--- config.mk ---
export PLATFORM = sky130hd
export DESIGN_NAME = gnp_queue
export DESIGN_NICKNAME = d
export VERILOG_FILES = /design/src/rtl/gnp_pkg.sv /design/src/rtl/gnp_queue.sv
export SDC_FILE = /design/constraint.sdc
export NUM_CORES = 1
export LEC_CHECK = 0
export ABC_AREA = 1
export BUFFER_PORTS_ARGS = -buffer_cell sky130_fd_sc_hd__buf_4
export CORE_AREA = 5 5 160 162
export DETAILED_ROUTE_END_ITERATION = 16
export DIE_AREA = 0 0 165 167
export GPL_TIMING_DRIVEN = 0
export PLACE_DENSITY = 0.7
export REMOVE_ABC_BUFFERS = 1
export SLEW_MARGIN = 40
export SYNTH_ARGS = -nofsm -noshare
export SYNTH_HDL_FRONTEND = slang
export SYNTH_SLANG_ARGS = --single-unit
export TNS_END_PERCENT = 1
--- constraint.sdc ---
create_clock -name clk -period 3.7 [get_ports clk]
set_input_delay 0.74 -clock clk [delete_from_list [all_inputs] [get_ports clk]]
set_output_delay 0.74 -clock clk [all_outputs]
set_load 0.005 [all_outputs]
--- src/rtl/gnp_pkg.sv ---
// ----------------------------------------------------------------------------
// gnp_pkg: shared types, constants and tables for the gradient noise pixel
// Fixed-point formats, hash constants, the quarter-wave sine table and the
// grid divider table used by the front and back sections.
// ----------------------------------------------------------------------------
package gnp_pkg;

	// Noise configuration
	localparam int MAX_OCTAVES     = 8;
	localparam int COORD_BITS      = 16;
	localparam int FRAC_BITS       = 16;
	localparam int SINE_TABLE_BITS = 10;

	// Port widths
	localparam int PIXEL_W = 16;
	localparam int CFG_W   = 4;
	localparam int GREY_W  = 8;
	localparam int OCT_W   = $clog2(MAX_OCTAVES + 1);
	localparam logic [CFG_W-1:0] OCTAVE_RESET = CFG_W'(4);

	// Grid of 400 split as 25 * 2^4; the odd part uses a reciprocal multiply
	localparam int GRID_ODD    = 25;
	localparam int GRID_POW    = 4;
	localparam int GRID_SHIFT  = FRAC_BITS + MAX_OCTAVES - 1 - GRID_POW;
	localparam int RECIP       = 671089;
	localparam int RECIP_SHIFT = 24;
	localparam int RECIP_W     = 20;
	localparam int DIVP_W      = PIXEL_W + RECIP_W;
	localparam int QUOT_W      = PIXEL_W - 4;
	localparam int REM_W       = 5;
	localparam int COORD_W     = QUOT_W + GRID_SHIFT;
	localparam int UX_W        = COORD_BITS + FRAC_BITS;

	// Corner hash
	localparam logic [31:0] HASH_K1 = 32'd3284157443;
	localparam logic [31:0] HASH_K2 = 32'd1911520717;
	localparam logic [31:0] HASH_K3 = 32'd2048419325;

	// Sine polynomial, Q15
	localparam longint unsigned SIN_C1 = 51472;
	localparam longint unsigned SIN_C3 = 21024;
	localparam longint unsigned SIN_C5 = 2320;
	localparam int QTR_BITS = SINE_TABLE_BITS - 2;
	localparam int QTR_N    = 1 << QTR_BITS;
	localparam logic [SINE_TABLE_BITS-1:0] COS_OFS = SINE_TABLE_BITS'(QTR_N);

	// Datapath widths
	localparam int GRAD_W = 16;
	localparam int DXY_W  = FRAC_BITS + 2;
	localparam int PROD_W = DXY_W + GRAD_W;
	localparam int VAL_W  = 21;
	localparam int BL_W   = VAL_W + 18;
	localparam int SUM_W  = VAL_W + $clog2(MAX_OCTAVES) + 1;
	localparam int SCL_W  = SUM_W + 17;
	localparam logic signed [16:0] SCALE_Q15 = 17'sd39322;
	localparam int Q15_ONE = 32768;

	// Queue between front and back
	localparam int QUEUE_DEPTH = 4;
	localparam int QPTR_W      = $clog2(QUEUE_DEPTH);

	// Back section valid stages: eight octave stages, sum, scale
	localparam int OCT_STAGES  = 8;
	localparam int BACK_STAGES = OCT_STAGES + 2;

	typedef logic signed [GRAD_W-1:0] grad_t;
	typedef logic [14:0] qtr_tab_t [QTR_N];
	typedef logic [GRID_SHIFT-1:0] div_tab_t [1 << REM_W];

	// One classified pixel: grid-scaled coordinates at the top octave
	typedef struct packed {
		logic [COORD_W-1:0] qx;
		logic [COORD_W-1:0] qy;
		logic [OCT_W-1:0]   n;
	} coord_item_t;

	// Quarter-wave sine magnitudes, capped at 32767
	function automatic qtr_tab_t build_qtr();
		qtr_tab_t tab;
		longint unsigned r, r2, t, m;
		for (int k = 0; k < QTR_N; k++) begin
			r  = longint'(k) << (15 - QTR_BITS);
			r2 = (r * r) >> 15;
			t  = SIN_C3 - ((SIN_C5 * r2) >> 15);
			t  = SIN_C1 - ((t * r2) >> 15);
			m  = (t * r) >> 15;
			tab[k] = (m > 32767) ? 15'h7FFF : 15'(m);
		end
		return tab;
	endfunction

	localparam qtr_tab_t QTR_TAB = build_qtr();

	// floor(b * 2^GRID_SHIFT / 25) for each remainder b
	function automatic div_tab_t build_div();
		div_tab_t tab;
		for (int b = 0; b < (1 << REM_W); b++) begin
			tab[b] = GRID_SHIFT'((longint'(b) << GRID_SHIFT) / GRID_ODD);
		end
		return tab;
	endfunction

	localparam div_tab_t DIV_TAB = build_div();

	// Full-circle sine from the top hash bits
	function automatic grad_t grad_sine(input logic [SINE_TABLE_BITS-1:0] h);
		logic [QTR_BITS-1:0] k;
		logic [QTR_BITS-1:0] k_neg;
		logic [14:0]         m;
		k     = h[QTR_BITS-1:0];
		k_neg = ~k + 1'b1;
		if (h[QTR_BITS]) begin
			m = (k == '0) ? 15'h7FFF : QTR_TAB[k_neg];
		end else begin
			m = QTR_TAB[k];
		end
		return h[SINE_TABLE_BITS-1] ? -$signed({1'b0, m}) : $signed({1'b0, m});
	endfunction

	function automatic logic [31:0] rot_half(input logic [31:0] v);
		return {v[15:0], v[31:16]};
	endfunction

endpackage

--- src/rtl/gnp_queue.sv ---
// ----------------------------------------------------------------------------
// gnp_queue: small FIFO between the front and back sections
// Lets the front keep taking beats while the back is held by the output.
// ----------------------------------------------------------------------------
module gnp_queue import gnp_pkg::*; (
	input  logic        clk,
	input  logic        arst_n,
	input  logic        push,
	input  coord_item_t wr_item,
	output logic        full,
	input  logic        pop,
	output coord_item_t rd_item,
	output logic        empty
);

	coord_item_t         mem_q [QUEUE_DEPTH];
	logic [QPTR_W-1:0]   wr_ptr_q, rd_ptr_q;
	logic [QPTR_W:0]     count_q;

	assign full    = (count_q == (QPTR_W + 1)'(QUEUE_DEPTH));
	assign empty   = (count_q == '0);
	assign rd_item = mem_q[rd_ptr_q];

	// Store entries
	always_ff @(posedge clk) begin
		if (push) begin
			mem_q[wr_ptr_q] <= wr_item;
		end
	end

	// Advance pointers and fill count
	always_ff @(posedge clk or negedge arst_n) begin
		if (!arst_n) begin
			wr_ptr_q <= '0;
			rd_ptr_q <= '0;
			count_q  <= '0;
		end else begin
			if (push) begin
				wr_ptr_q <= wr_ptr_q + 1'b1;
			end
			if (pop) begin
				rd_ptr_q <= rd_ptr_q + 1'b1;
			end
			if (push && !pop) begin
				count_q <= count_q + 1'b1;
			end else if (pop && !push) begin
				count_q <= count_q - 1'b1;
			end
		end
	end

endmodule

==> results.py <==
metrics = {
    "layout": {
        "final_core_utilization": 0.557,
        "num_antenna_cells": 0,
        "areaGrowthSynthToFinish_pct": 19.8,
        "fillers": 1947,
        "nets": 1029,
        "drive_above_1_share": 0.233,
    },
    "cts": {
        "htree_levels": 1,
        "cts.root.buffer_cell": "clkbuf_16",
        "clk_pin_slew_ns": 0.06,
        "cts_buffers": 28,
        "worstSkewPairLatency_ns": 0.53,
        "cts_hold_buf": 1,
        "cts_tree": "done",
        "clkSinkCount": 271,
        "clockBufferDepth": 3,
        "cts_setup_buffers": 0,
        "cts_resized": 0,
    },
    "synth": {
        "synth.distinct_cells": 19,
        "ys_ff_latch": 271,
        "yosysTopAreaCell": "edfxtp_1",
        "ys.flop_type": "edfxtp_1",
        "async_flop_share": 0.0258,
        "ys_warn_count": 0,
        "syn_area_sq_um": 11100,
        "synth_seq_area_share": 0.728,
        "synth_area_per_cell_sq_um": 13.6,
        "synth.most_common_cell": "edfxtp_1",
        "synth_top_area_frac": 0.712,
        "netlist_top_cells_area": "edfxtp_1 (71%), nand2_1 (7.1%), o211ai_1 (6.8%), inv_1 (4.8%), o211ai_2 (3.5%)",
        "synth_cells": 818,
        "synth_edf_count": 264,
        "synth_common_cells": "edfxtp_1 (264), nand2_1 (211), inv_1 (143)",
    },
    "die": {
        "pin_count": 138,
        "start_util": 0.465,
        "dieArea_sq_um": 27600,
        "fp-row-count": 57,
        "core_area_sq_um": 24000,
        "die_y_um": 167,
        "die_w_um": 165,
    },
    "pwr": {
        "power.share.clock": 0.245,
        "pwr-share-seq": 0.404,
        "power.density_nw_per_um2": 788,
        "p_int_mw": 7.13,
        "p_leak_nw": 5.35,
        "p_comb_frac": 0.351,
        "peakVddDrop_mv": 0.536,
        "p_sw_frac": 0.322,
        "p_switching_mw": 3.39,
    },
    "sta": {
        "max_freq_mhz": 327,
        "fin_crit_sh": 0.827,
        "final_max_slew_viol_count": 0,
        "slew_headroom": 0.744,
        "fin_ws_ns": 0.640,
        "hold_viol_final": 0,
        "period_needed_ns": 3.06,
        "tns_ns": 0,
        "tightestPinTransition_ns": 0.384,
        "rsz0062_at_grt": "false",
        "skew_ns": 0.00924,
        "finalSetupViolCount": 0,
    },
    "worst_setup_path": {
        "cp_data_arrival_time_ns": 2.32,
        "critPathKind": "register to primary output",
        "critPathLaunchType": "register",
        "critPathRequiredTime_ns": 2.96,
        "worst_r2r_path_depth": 5,
        "crit_slowest_cell": "dfrtp_4",
        "path_max_fanout": 43,
        "cpPeakStageDelay_ns": 0.62,
        "regToRegStartpoint": "wr_ptr_q[0]",
        "reg2reg_to": "mem_q[2][40]",
        "reg2reg_slack_ns": 1.99,
        "crit_path_end_kind": "primary output",
        "crit_start": "rd_ptr_q[1]",
        "cp_cell_sequence": "buf_12 -> inv_6 -> buf_16 -> o211ai_1 -> nand2_1 -> buf_4",
    },
    "detailed_routing": {
        "wl_um": 20900,
        "ant_nets": 0,
        "drc": 0,
        "vias": 6341,
        "drt-pass1-iter-count": 5,
        "drt_iter0_markers": 305,
        "avgRoutedWirePerCell_um": 16.1,
        "via_per_inst": 4.88,
    },
    "hold_path": {
        "whs_path_depth": 1,
        "min-delay-path-class": "input pin to register",
        "worstHoldStart": "wr_item[32]",
        "worst_hold_path.endpoint": "mem_q[0][32]",
    },
    "global_route": {
        "antenna_found_initial": 0,
        "grt_use_total": 0.150,
        "grt_pass1_vias": 6394,
        "overflow": 0,
        "grt_max_degree": 57,
        "grt_first_pass_wirelength_um": 32900,
    },
    "placed_design": {
        "pre_cts_slack_ns": 1.13,
        "port-buffer-count": 137,
        "gp_congestion": 0.670,
        "hpwl_um": 12000,
    },
    "job": {
        "maxCapViolations": 0,
    },
    "status": {
        "run_status": "finished, final reports clean",
    },
}
## registers in the layout, summed over array words and instances (netlist names)
name and flops:
mem_q 264, wr_ptr_q 2, rd_ptr_q 2, count_q 3
## final cells by class
type	count	area, sq um	share of cell area
Inverter	144	566	0.0424
Clock inverter	20	124	0.00929
Multi-Input combinational cell	358	2080	0.156
Timing Repair Buffer	150	1320	0.0987
Sequential cell	271	8110	0.608
Tap cell	324	405	0.0304
Clock buffer	32	737	0.0552
## stage by stage
stage                     hold slack [ns]  power (mW)  instance area, sq um  instances
after global placement              0.483        7.39                 12200       1234
final                               0.411        10.5                 13300       1299
after detailed placement            0.496        8.09                 12500       1246
after global routing                0.379        11.2                 13300       1299
after CTS                           0.384        10.7                 13300       1299
after floorplan                     0.444        6.12                 10700        773
## cells by family (layout without fill, tap and decap cells)
kind of cell,Yosys count,count (layout),share of synthesized area
flip-flops,271,271,0.728
adder cells (fa/ha/maj),6,6,0.00742
XOR/XNOR,4,4,0.00315
buffers and inverters,189,346,0.0853
AO/OA/AOI/OAI,133,133,0.103
AND/OR/NAND/NOR,215,215,0.0730
## how the worst max path moves through the flow
stage	endpoint	slack, ns	cells after the start
after floorplan	rd_item[0]	-2.23	2
final	rd_item[38]	0.64	6
after global placement	rd_item[17]	-4.24	3
after CTS	rd_item[38]	0.56	6
after global routing	rd_item[62]	0.47	6
after detailed placement	rd_item[38]	1.13	6
## power groups by stage
stage | Clock, mW | Combinational, mW | Sequential [mW]
finish | 2.58 | 3.69 | 4.25
global route | 2.81 | 4.12 | 4.30
CTS | 2.65 | 3.79 | 4.25
detailed placement | 0 | 3.77 | 4.31
global placement | 0 | 2.70 | 4.69
floorplan | 0 | 1.56 | 4.56
## metal layers
| metal | track usage | vias up | wire (um) |
|---|---|---|---|
| met3 | 0.0361 | 20 | 1280 |
| met4 | 0.0304 | 0 | 222 |
| met5 | 0 | - | 0 |
| met2 | 0.256 | 145 | 10200 |
| li1 | - | 3116 | - |
| met1 | 0.197 | 3060 | 9130 |
## worst max-delay path: cells and delay by family, from the launching register on
family          cells  cell delay (ns)
flops               1             0.62
buf+inv             4             0.90
compound gates      1             0.13
simple gates        1             0.11
## layout by cell type (no fill, tap or decap), drive strengths merged
master and n:
ha 5, bufinv 1, o211ai 132, nand2 211, dlygate4sd3 1, xnor2 1
clkinv 16, edfxtp 264, inv 146, o21ai 1, nand4 1, clkinvlp 1
nand3 1, fa 1, nor3 2, buf 149, xor2 3, dfrtp 7
clkbuf 32
Note: power is estimated with default switching activity, not from simulation.
